==> src/rtl/core/int_to_ascii_padded_defines.svh <==
// Assertion macros shared by the formatter RTL.
// Each check is sampled on aclk and switched off while aresetn is low.
`ifndef INT_TO_ASCII_PADDED_DEFINES_SVH
`define INT_TO_ASCII_PADDED_DEFINES_SVH
`ifndef SYNTHESIS
`define ITA_NEVER(lbl, expr) \
    lbl: assert property (@(posedge aclk) disable iff (!aresetn) !(expr)) \
        else $error("ita: forbidden condition seen");
`define ITA_NEXT(lbl, ante, cons) \
    lbl: assert property (@(posedge aclk) disable iff (!aresetn) (ante) |=> (cons)) \
        else $error("ita: expected follow-up missing");
`else
`define ITA_NEVER(lbl, expr)
`define ITA_NEXT(lbl, ante, cons)
`endif
`endif

==> src/rtl/core/ita_pkg.sv <==
`default_nettype none

package ita_pkg;

    localparam int DEFAULT_MAX_WIDTH = 31;

    localparam int DIGITS   = 10;
    localparam int BCD_W    = 4 * DIGITS;
    localparam int VALUE_W  = 32;
    localparam int CNT_W    = 6;
    localparam int STEP_W   = 3;

    localparam logic [7:0] CH_ZERO  = 8'h30;
    localparam logic [7:0] CH_HEXA  = 8'h57;  // 'a' - 10
    localparam logic [7:0] CH_MINUS = 8'h2D;
    localparam logic [7:0] CH_SPACE = 8'h20;

    localparam logic [1:0] OPC_UDEC = 2'd0;
    localparam logic [1:0] OPC_SDEC = 2'd1;

    // Micro-operations
    localparam logic [2:0] ACT_NOP   = 3'd0;
    localparam logic [2:0] ACT_LOAD  = 3'd1;
    localparam logic [2:0] ACT_SHIFT = 3'd2;
    localparam logic [2:0] ACT_MEAS  = 3'd3;
    localparam logic [2:0] ACT_PAD   = 3'd4;
    localparam logic [2:0] ACT_SIGN  = 3'd5;
    localparam logic [2:0] ACT_DIGIT = 3'd6;

    // Jump conditions
    localparam logic [2:0] COND_NEVER    = 3'd0;
    localparam logic [2:0] COND_NO_REQ   = 3'd1;
    localparam logic [2:0] COND_HEX      = 3'd2;
    localparam logic [2:0] COND_CNT_ZERO = 3'd3;
    localparam logic [2:0] COND_PAD_ZERO = 3'd4;
    localparam logic [2:0] COND_NOT_NEG  = 3'd5;
    localparam logic [2:0] COND_DIG_ZERO = 3'd6;

    // Program steps
    localparam logic [STEP_W-1:0] STEP_WAIT  = 3'd0;
    localparam logic [STEP_W-1:0] STEP_SKIP  = 3'd1;
    localparam logic [STEP_W-1:0] STEP_CONV  = 3'd2;
    localparam logic [STEP_W-1:0] STEP_MEAS  = 3'd3;
    localparam logic [STEP_W-1:0] STEP_PAD   = 3'd4;
    localparam logic [STEP_W-1:0] STEP_SIGN  = 3'd5;
    localparam logic [STEP_W-1:0] STEP_DIGIT = 3'd6;

    typedef struct packed {
        logic [2:0]        act;
        logic [2:0]        cond;
        logic [STEP_W-1:0] tgt;
        logic              loop;
    } ctrl_word_t;

    typedef struct packed {
        logic load;
        logic shift;
    } bcd_ctl_t;

    typedef struct packed {
        logic       cnt_zero;
        logic       neg;
        logic [3:0] ndig;
    } bcd_stat_t;

    // Control store: when the condition holds jump to tgt and skip the action,
    // otherwise run the action and either stay (loop) or fall through.
    function automatic ctrl_word_t rom_word(input logic [STEP_W-1:0] pc);
        ctrl_word_t w;
        unique case (pc)
            STEP_WAIT:  w = '{ACT_LOAD,  COND_NO_REQ,   STEP_WAIT,  1'b0};
            STEP_SKIP:  w = '{ACT_NOP,   COND_HEX,      STEP_MEAS,  1'b0};
            STEP_CONV:  w = '{ACT_SHIFT, COND_CNT_ZERO, STEP_MEAS,  1'b1};
            STEP_MEAS:  w = '{ACT_MEAS,  COND_NEVER,    STEP_WAIT,  1'b0};
            STEP_PAD:   w = '{ACT_PAD,   COND_PAD_ZERO, STEP_SIGN,  1'b1};
            STEP_SIGN:  w = '{ACT_SIGN,  COND_NOT_NEG,  STEP_DIGIT, 1'b0};
            STEP_DIGIT: w = '{ACT_DIGIT, COND_DIG_ZERO, STEP_WAIT,  1'b1};
            default:    w = '{ACT_NOP,   COND_NEVER,    STEP_WAIT,  1'b0};
        endcase
        return w;
    endfunction

endpackage

`default_nettype wire

==> src/rtl/core/int_to_ascii_padded.sv <==
// Sequence: after acceptance a hex request goes straight to measuring, while a decimal one
// first runs the shift-add-3 converter; pad characters, an optional minus and the digits follow.
// One request is handled at a time: a new one is taken only back in the wait step, and the
// emission steps stall while the output register holds a character the consumer has not taken.
// Reset: synchronous, active-low aresetn; returns the sequencer to its wait step and
// empties the output register.
`default_nettype none

`include "int_to_ascii_padded_defines.svh"

module int_to_ascii_padded
    import ita_pkg::*;
#(
    parameter int MAX_WIDTH = DEFAULT_MAX_WIDTH
)(
    input  wire logic        aclk,
    input  wire logic        aresetn,
    input  wire logic        s_valid,
    output logic             s_ready,
    input  wire logic [31:0] s_value,
    input  wire logic [1:0]  s_opcode,
    input  wire logic [4:0]  s_min_width,
    input  wire logic        s_zero_pad,
    output logic             m_valid,
    input  wire logic        m_ready,
    output logic [7:0]       m_char_out,
    output logic             m_last
);

    // Field width cap; min_width is only 5 bits, so a cap of 31 or more never bites
    localparam logic [6:0] CAP = 7'(MAX_WIDTH);

    // Sequencer state: step counter and the control word it addresses
    logic [STEP_W-1:0] pc_reg, pc_next;
    ctrl_word_t        cw;

    // Request fields held for the whole conversion
    logic              hex_reg;
    logic [7:0]        fill_reg;
    logic [4:0]        wid_reg;
    logic [4:0]        wid_cap;

    // Emission counters
    logic [4:0]        pad_reg, pad_next;
    logic [3:0]        dig_left_reg, dig_left_next;

    // Output register
    logic              m_valid_reg, m_valid_next;
    logic [7:0]        m_char_reg, m_char_next;
    logic              m_last_reg, m_last_next;

    // Converter interface
    bcd_ctl_t          bctl;
    bcd_stat_t         bstat;
    logic [BCD_W-1:0]  digits;

    logic              cond_true;
    logic              is_emit;
    logic              out_free;
    logic              stall;
    logic              run;
    logic [3:0]        len;
    logic [3:0]        dig_idx;
    logic [3:0]        dig;

    ita_bcd u_bcd (
        .aclk    (aclk),
        .aresetn (aresetn),
        .ctl     (bctl),
        .value   (s_value),
        .opcode  (s_opcode),
        .digits  (digits),
        .stat    (bstat)
    );

    assign cw = rom_word(pc_reg);

    // Evaluate the jump condition of the current step
    always_comb begin
        unique case (cw.cond)
            COND_NEVER:    cond_true = 1'b0;
            COND_NO_REQ:   cond_true = !s_valid;
            COND_HEX:      cond_true = hex_reg;
            COND_CNT_ZERO: cond_true = bstat.cnt_zero;
            COND_PAD_ZERO: cond_true = (pad_reg == '0);
            COND_NOT_NEG:  cond_true = !bstat.neg;
            COND_DIG_ZERO: cond_true = (dig_left_reg == '0);
            default:       cond_true = 1'b0;
        endcase
    end

    assign is_emit  = (cw.act == ACT_PAD) || (cw.act == ACT_SIGN) || (cw.act == ACT_DIGIT);
    assign out_free = !m_valid_reg || m_ready;
    // Hold the step while a character waits for a full output register
    assign stall    = !cond_true && is_emit && !out_free;
    assign run      = !cond_true && !stall;

    always_comb begin
        if (stall) begin
            pc_next = pc_reg;
        end else if (cond_true) begin
            pc_next = cw.tgt;
        end else if (cw.loop) begin
            pc_next = pc_reg;
        end else begin
            pc_next = pc_reg + 1'b1;
        end
    end

    // Accept a request only in the wait step
    assign s_ready    = (cw.act == ACT_LOAD);
    assign bctl.load  = run && (cw.act == ACT_LOAD);
    assign bctl.shift = run && (cw.act == ACT_SHIFT);

    assign wid_cap = ({2'b00, s_min_width} > CAP) ? CAP[4:0] : s_min_width;

    // Text length is the digit count plus the sign
    assign len     = bstat.ndig + {3'b000, bstat.neg};
    assign dig_idx = dig_left_reg - 1'b1;
    assign dig     = digits[{dig_idx, 2'b00} +: 4];

    always_comb begin
        pad_next      = pad_reg;
        dig_left_next = dig_left_reg;
        m_char_next   = m_char_reg;
        m_last_next   = m_last_reg;
        m_valid_next  = m_valid_reg && !m_ready;
        if (run) begin
            case (cw.act)
                ACT_MEAS: begin
                    pad_next      = (wid_reg > {1'b0, len}) ? wid_reg - {1'b0, len} : '0;
                    dig_left_next = bstat.ndig;
                end
                ACT_PAD: begin
                    pad_next     = pad_reg - 1'b1;
                    m_char_next  = fill_reg;
                    m_last_next  = 1'b0;
                    m_valid_next = 1'b1;
                end
                ACT_SIGN: begin
                    m_char_next  = CH_MINUS;
                    m_last_next  = 1'b0;
                    m_valid_next = 1'b1;
                end
                ACT_DIGIT: begin
                    dig_left_next = dig_left_reg - 1'b1;
                    m_char_next   = (dig < 4'd10) ? CH_ZERO + {4'h0, dig}
                                                  : CH_HEXA + {4'h0, dig};
                    m_last_next   = (dig_left_reg == 4'd1);
                    m_valid_next  = 1'b1;
                end
                default: begin
                end
            endcase
        end
    end

    always_ff @(posedge aclk) begin
        if (!aresetn) begin
            pc_reg       <= STEP_WAIT;
            m_valid_reg  <= 1'b0;
            pad_reg      <= '0;
            dig_left_reg <= '0;
        end else begin
            pc_reg       <= pc_next;
            m_valid_reg  <= m_valid_next;
            pad_reg      <= pad_next;
            dig_left_reg <= dig_left_next;
        end
        m_char_reg <= m_char_next;
        m_last_reg <= m_last_next;
        if (bctl.load) begin
            hex_reg  <= s_opcode[1];
            fill_reg <= s_zero_pad ? CH_ZERO : CH_SPACE;
            wid_reg  <= wid_cap;
        end
    end

    assign m_valid    = m_valid_reg;
    assign m_char_out = m_char_reg;
    assign m_last     = m_last_reg;

    // An accepted request always moves on to the format check
    `ITA_NEXT(a_load_advances, s_valid && s_ready, pc_reg == STEP_SKIP)
    // Measuring always leaves at least one digit to send
    `ITA_NEXT(a_meas_digits, pc_reg == STEP_MEAS, dig_left_reg != '0)
    // A new request never starts while a non-final character is still pending
    `ITA_NEVER(a_no_overlap, s_ready && m_valid_reg && !m_last_reg)

endmodule

`default_nettype wire

==> src/rtl/core/ita_bcd.sv <==
`default_nettype none

// Magnitude register and shift-add-3 converter, one bit per shift.
module ita_bcd
    import ita_pkg::*;
(
    input  wire logic               aclk,
    input  wire logic               aresetn,
    input  wire bcd_ctl_t           ctl,
    input  wire logic [VALUE_W-1:0] value,
    input  wire logic [1:0]         opcode,
    output logic      [BCD_W-1:0]   digits,
    output bcd_stat_t               stat
);

    logic [VALUE_W-1:0] mag_reg, mag_next;
    logic [BCD_W-1:0]   bcd_reg, bcd_next, bcd_adj;
    logic [CNT_W-1:0]   cnt_reg, cnt_next;
    logic               neg_reg, neg_next;
    logic               load_neg;
    logic [3:0]         ndig;

    assign load_neg = (opcode == OPC_SDEC) && value[VALUE_W-1];

    // Add 3 to every digit of 5 or more before the shift
    always_comb begin
        for (int i = 0; i < DIGITS; i++) begin
            bcd_adj[4*i +: 4] = (bcd_reg[4*i +: 4] >= 4'd5) ?
                                bcd_reg[4*i +: 4] + 4'd3 : bcd_reg[4*i +: 4];
        end
    end

    always_comb begin
        mag_next = mag_reg;
        bcd_next = bcd_reg;
        cnt_next = cnt_reg;
        neg_next = neg_reg;
        if (ctl.load) begin
            neg_next = load_neg;
            mag_next = load_neg ? (~value + 1'b1) : value;
            bcd_next = opcode[1] ? {{(BCD_W-VALUE_W){1'b0}}, value} : '0;
            cnt_next = CNT_W'(VALUE_W);
        end else if (ctl.shift) begin
            bcd_next = {bcd_adj[BCD_W-2:0], mag_reg[VALUE_W-1]};
            mag_next = {mag_reg[VALUE_W-2:0], 1'b0};
            cnt_next = cnt_reg - 1'b1;
        end
    end

    always_ff @(posedge aclk) begin
        if (!aresetn) begin
            cnt_reg <= '0;
        end else begin
            cnt_reg <= cnt_next;
        end
        mag_reg <= mag_next;
        bcd_reg <= bcd_next;
        neg_reg <= neg_next;
    end

    // Count significant digits, at least one
    always_comb begin
        ndig = 4'd1;
        for (int i = 1; i < DIGITS; i++) begin
            if (bcd_reg[4*i +: 4] != 4'd0) begin
                ndig = 4'(i + 1);
            end
        end
    end

    assign digits        = bcd_reg;
    assign stat.cnt_zero = (cnt_reg == '0);
    assign stat.neg      = neg_reg;
    assign stat.ndig     = ndig;

endmodule

`default_nettype wire
==> config.mk <==
export PLATFORM = sky130hd
export DESIGN_NAME = int_to_ascii_padded
export DESIGN_NICKNAME = d
export VERILOG_FILES = /design/src/rtl/core/ita_pkg.sv /design/src/rtl/core/int_to_ascii_padded.sv /design/src/rtl/core/ita_bcd.sv
export VERILOG_INCLUDE_DIRS = /design/src /design/src/rtl/core
export SDC_FILE = /design/constraint.sdc
export NUM_CORES = 1
export LEC_CHECK = 0
export ABC_AREA = 1
export BUFFER_PORTS_ARGS = -buffer_cell sky130_fd_sc_hd__buf_2
export CORE_ASPECT_RATIO = 1.75
export CORE_UTILIZATION = 50
export CTS_CLUSTER_DIAMETER = 40
export DETAILED_ROUTE_END_ITERATION = 8
export PLACE_DENSITY = 0.68
export SYNTH_ARGS = -nofsm -noshare
export SYNTH_HDL_FRONTEND = slang
export SYNTH_SLANG_ARGS = --single-unit
==> constraint.sdc <==
create_clock -name aclk -period 3.78 [get_ports aclk]
set_clock_uncertainty 0.15 [all_clocks]
set_input_delay 0.189 -clock aclk [delete_from_list [all_inputs] [get_ports aclk]]
set_output_delay 0.189 -clock aclk [all_outputs]
set_load 0.02 [all_outputs]
## Word level (Yosys, flattened, before mapping)

Index checks and enable logic that the tools add are counted.

- Bits in registers: 115
- Bits of input ports: 44
- Output and inout bits: 11
- Word-level logic and storage cells: 153

- Add/subtract/negate cells: 19
- $lt $le $gt $ge: 12
- Equality and inequality tests: 21
- Shifts and indexed selects: 1
- Mux-type cells: 40
- Bitwise gates (word level): 3
- Reduce and logical (&&, ||, !) cells: 43

Operator list:

| cell | count |
|---|---|
| 32-bit two-way mux | 4 |
| 40-bit two-way mux | 2 |
| 10-bit case mux with 7 select lines | 1 |
| 4-bit two-way mux | 12 |
| 4-bit by 3-bit >= comparator with 1-bit output (second input constant) | 10 |
| 40-bit by 7-bit variable part select with 4-bit output | 1 |
| 4-bit by 2-bit adder with 4-bit output (second input constant) | 9 |
| 4-bit nonzero test | 9 |
| 32-bit by 1-bit adder with 32-bit output (second input constant) | 1 |
| 32-bit inverter | 1 |
| 3-bit equality test (second input constant) | 9 |
| 8-bit case mux with 3 select lines | 1 |
| 3-bit two-way mux | 7 |
| 3-bit by 2-bit equality test with 1-bit output (second input constant) | 6 |
| 6-bit two-way mux | 2 |
| 5-bit two-way mux | 2 |
| 5-bit case mux with 2 select lines | 1 |
| 2-bit AND reduction | 5 |
| 3-bit by 1-bit equality test with 1-bit output (second input constant) | 3 |
| 7-bit by 4-bit adder with 8-bit output (first input constant) | 1 |
| 8-bit two-way mux | 1 |
| 4-bit case mux with 2 select lines | 1 |
| 2-bit nonzero test | 4 |
| 6-bit by 4-bit adder with 7-bit output (first input constant) | 1 |
| other kinds (27) | 45 |

## Logic depth before layout (Yosys ltp)

- Word-level depth: 14
- Mapped depth: 24

## Hierarchy

From an unflattened synthesis, not the netlist that was laid out.

- Cells, all modules: 1,053
- Area, all modules: 7,721.2 µm²

Modules (own cells, without submodules):

| module | instances | cells an instance | area an instance (µm²) |
|---|---|---|---|
| ita_bcd | 1 | 678 | 5,238.8 |
| int_to_ascii_padded | 1 | 375 | 2,482.4 |

## Worst setup path after synthesis

No wires, ideal clock.

- Kind: flip-flop to flip-flop
- From: register pc_reg[1]
- To: register u_bcd.bcd_reg[0], in the netlist u_bcd.digits[0], enable pin
- Library setup time: 0.426 ns
- Data arrival time: 3.001 ns
- Required time: 3.204 ns
- Slack: 0.204 ns
- Stages on the path, launching flop included: 10
- Buffers on the path: 0
- Clock period less this slack: 3.576 ns
- Cell sequence: dfxtp_1 inv_1 ha_1 nand2_1 o21ai_2 nor2_4 nand3_1 inv_1 o221ai_1 inv_1

RTL lines:

| element | RTL line | source |
|---|---|---|
| start: declaration | int_to_ascii_padded.sv:34 | `logic [STEP_W-1:0] pc_reg, pc_next;` |
| start signal: assignment | int_to_ascii_padded.sv:165 | `pc_reg <= pc_next;` |
| 3-bit equality test (tied with other cells) | ita_pkg.sv:70 | `unique case (pc)` |
| 10-bit case mux with 7 select lines (*) | ita_pkg.sv:70 |  |
| 3-bit by 1-bit equality test with 1-bit output (*) | -- |  |
| named net s_ready | int_to_ascii_padded.sv:19 | `output logic s_ready,` |
| 1-bit logical AND (*) | int_to_ascii_padded.sv:112 | `assign bctl.load = run && (cw.act == ACT_LOAD);` |
| 2-bit nonzero test (no source line) (*) | -- |  |
| end signal: assignment | ita_bcd.sv:57 | `bcd_reg <= bcd_next;` |
| end: declaration | ita_bcd.sv:17 | `logic [BCD_W-1:0] bcd_reg, bcd_next, bcd_adj;` |

The timed path passes the listed nets; every way through them passes the cells marked *.
A chain may end at the register's enable or synchronous reset.

## Worst setup path after layout

- From: register u_bcd.bcd_reg[13], in the netlist u_bcd.digits[13]
- To: register pad_reg[2]

- Cells in the longest elaborated chain, start to end: 12

Ends and longest elaborated chain:

| element | RTL line | source |
|---|---|---|
| 4-bit nonzero test (*) | ita_bcd.sv:65 | `if (bcd_reg[4*i +: 4] != 4'd0) begin` |
| 3-bit two-way mux (*) (4 in a row) | ita_bcd.sv:65 |  |
| 4-bit two-way mux (*) (3 in a row) | ita_bcd.sv:65 |  |
| 4-bit by 1-bit adder with 4-bit output (*) | int_to_ascii_padded.sv:118 | `assign len = bstat.ndig + {3'b000, bstat.neg};` |
| 5-bit by 4-bit subtractor with 5-bit output or 5-bit by 4-bit greater-than comparator with 1-bit output (tied branches) | int_to_ascii_padded.sv:131 | `pad_next = (wid_reg > {1'b0, len}) ? wid_reg - {1'b0, len} : '0;` |
| 5-bit two-way mux (*) | int_to_ascii_padded.sv:131 |  |
| 5-bit case mux with 2 select lines (*) | int_to_ascii_padded.sv:129 | `case (cw.act)` |
| end signal: assignment | int_to_ascii_padded.sv:167 | `pad_reg <= pad_next;` |
| end: declaration | int_to_ascii_padded.sv:44 | `logic [4:0] pad_reg, pad_next;` |

Mark *: on every way between the ends. The rest lies on a longest branch, timed or not.

==> out/qor.yml <==
hold_path_class: "input pin to flop"
fin_tns_setup_ns: 0
path_cells: "inv_1, ha_1, inv_1, nor3_1, inv_1, nor2_1, nor2_1, o21bai_1, nand2_1, a21oi_2, ha_2, ha_1, xnor2_1, ha_1, a21oi_1, o21ai_1, a21oi_1, nor2_1, nor2_2, o21ai_0, o21ai_0, nand2_1, nand2_1, nor2_1"
crit_top_cell: "nor2_1"
cap_viol_max_count: 0
drive_gt1_frac: 0.120
initial_core_util: 0.512
yosys.area_share.adder: 0.0691
synth_cell_types: 39
crit_buf_inv: 3
ys_ff_latch: 107
drt-pass1-iter-count: 5
placementRows: 58
largest_reg_flops: 40
synthSimpleGateAreaFrac: 0.220
io_pins: 55
cp_max_fo: 5
cp_slowest_cell: "edfxtp_1"
maxSlewHeadroom: 0.471
crit_family: "adder cells"
routabilityCongestion: 0.859
hold_viol: 0
rrSetupSlack_ns: 0.29
synth_compound_area_frac: 0.150
syn_inst: 936
clk_latency_ns: 0.36
clkTransAtPathRegs_ns: 0.08
syn_avg_cell_area_um2: 7.85
grt_pass1_wl_mm: 28.4
clock_sinks: 107
dp.cells: 1152
fmax_mhz: 286
r2r-start: "u_bcd.digits[13]$_DFFE_PP_"
drtAntennaViolNets: 0
worst-setup-path-type: "flop to flop"
grtUsageTotal: 0.237
synth_mux_area_frac: 0
grt.overflow.total: 0
h-tree-depth: 3
coreArea_um2: 14400
drtIter0Drc: 315
wire_per_inst_um: 14.6
synth_nets: 1020
cts_root_buf: "clkbuf_16"
hold_depth: 3
drc: 0
status: "complete, no violations"
cp.required_ns: 3.88
syn_area_um2: 7350
crit_path_max_incr_delay_ns: 0.40
min_from: "aresetn"
worst_setup_path_start_kind: "flop"
wl_mm: 17.2
end_kind: "flop"
dieArea_um2: 15200
fin_nets: 1076
period_share: 0.923
cts_tree: "done"
ys_warn_count: 0
min_to: "pc_reg[0]$_SDFFE_PN0P_"
grt_pass1_vias: 6155
cts_inserted_buffers: 9
die_y_um: 162
rr_endpoint: "pad_reg[2]$_SDFFE_PN0P_"
cp.arrival_ns: 3.59
area_growth_pct: 11.1
period_minus_slack_ns: 3.49
setup_viol: 0
diodes: 0
grt_max_degree: 79
setup_ws_ns: 0.289
synth_xor_area_frac: 0.0608
stdcell_count: 1177
portBuffers: 53
via_count: 6283
grt_antenna_before_repair: 0
whs_ns: 0.0190
clock_path_buffers: 2
worst_slew_pin_slew_ns: 0.788
reg2reg_depth: 24
vias_per_cell: 5.34
dp_hpwl_mm: 12.9
die_w_um: 93.7
dp_slack_ns: 0.198
synth_top_family_by_area: "simple AND/OR/NAND/NOR gates"
slew_violations: 0
ys_seq_area_frac: 0.411
[stage by stage]
| stage | utilization | cell area (um^2) |
|---|---|---|
| after floorplan | - | 7350 |
| after global placement | 0.542 | 7790 |
| after detailed placement | 0.542 | 7790 |
| after CTS | 0.566 | 8140 |
| after global routing | 0.568 | 8170 |
| final | 0.568 | 8170 |
[worst max path at each step]
stage | from | endpoint | cells past startpoint
global placement | u_bcd.digits[12]$_DFFE_PP_ | pad_reg[2]$_SDFFE_PN0P_ | 24
detailed placement | u_bcd.digits[12]$_DFFE_PP_ | pad_reg[2]$_SDFFE_PN0P_ | 24
finish | u_bcd.digits[13]$_DFFE_PP_ | pad_reg[2]$_SDFFE_PN0P_ | 24
CTS | u_bcd.digits[12]$_DFFE_PP_ | pad_reg[2]$_SDFFE_PN0P_ | 24
global route | u_bcd.digits[13]$_DFFE_PP_ | pad_reg[2]$_SDFFE_PN0P_ | 24
floorplan | pc_reg[1]$_SDFFE_PN0P_ | u_bcd.digits[0]$_DFFE_PP_ | 9
[cell usage after synthesis (all sizes together)]
master,instances,area share
edfxtp,88,0.36
nand2,195,0.10
o2111ai,3,0.0036
nor2,76,0.043
o21ai,113,0.079
fa,1,0.0027
or2,13,0.011
o21bai,1,0.0010
nand4,4,0.0034
inv,135,0.069
o31ai,8,0.0082
ha,39,0.066
a21oi,49,0.033
dfxtp,19,0.052
o221ai,2,0.0024
nor4,5,0.0043
a31oi,4,0.0034
o211ai,3,0.0037
conb,2,0.0010
nand3,66,0.046
clkbuf,7,0.0036
buf,18,0.015
o32ai,1,0.0012
xnor2,4,0.0048
xor2,47,0.056
nor3,16,0.011
o22ai,17,0.014
[timing repair]
action | 4_1_cts | 5_1_grt
resized for setup | 0 | 6
endpoints found under the hold margin | 6 | 0
setup endpoints to repair | 0 | 5
buffers inserted | 0 | 3
hold buffers | 6 | 0
[worst reg2reg max path, cell delays in order, from the launching register on]
cell	delay, ns
edfxtp_1	0.40
inv_1	0.12
ha_1	0.17
inv_1	0.05
nor3_1	0.14
inv_1	0.07
nor2_1	0.10
nor2_1	0.04
o21bai_1	0.11
nand2_1	0.10
a21oi_2	0.14
ha_2	0.19
ha_1	0.15
xnor2_1	0.07
ha_1	0.34
a21oi_1	0.14
o21ai_1	0.11
a21oi_1	0.14
nor2_1	0.07
nor2_2	0.19
o21ai_0	0.10
o21ai_0	0.09
nand2_1	0.07
nand2_1	0.07
nor2_1	0.04
[layout by cell type (no fill, tap or decap), types with 3 or more instances in the layout]
cell type,count
inv_2,9
nor2_1,70
xnor2_1,4
nor3_1,15
a21oi_1,48
buf_4,9
o31ai_1,8
dlygate4sd3_1,6
clkbuf_16,9
inv_1,126
or2_2,13
o21ai_1,13
a31oi_1,4
nor4_1,5
o2111ai_1,3
nor2_4,4
nand3_1,65
edfxtp_1,88
xor2_1,47
nand2_2,6
o21ai_0,98
o22ai_1,17
clkinvlp_4,3
ha_1,38
dfxtp_1,19
nand4_1,4
buf_2,53
nand2_1,189
[metal layers]
| metal | vias up | track usage | wire [um] |
|---|---|---|---|
| met3 | 37 | 0.0280 | 411 |
| li1 | 3240 | - | - |
| met5 | - | 0 | 0 |
| met1 | 2897 | 0.256 | 6900 |
| met2 | 109 | 0.446 | 9230 |
| met4 | 0 | 0.115 | 623 |
[cell families after synthesis]
kind of cell / after synthesis
AOI/OAI and AO/OA: 201
buffers and inverters: 160
adders and majority gates: 40
xor gates and xnor gates: 51
other: 2
DFF: 107
and+or+nand+nor: 375
[final cells by class]
| type | count | area (um^2) |
|---|---|---|
| inverters | 135 | 507 |
| repair buffers | 70 | 433 |
| clock buffers | 10 | 229 |
| well taps | 180 | 225 |
| multi-input cells | 669 | 3700 |
| fillers | 1363 | 6200 |
| flip-flops and latches | 107 | 3020 |
| clock inverters | 6 | 51.3 |
Power is not shown: default switching activity piles up to over one toggle a cycle in this logic, so the estimate is an artifact.
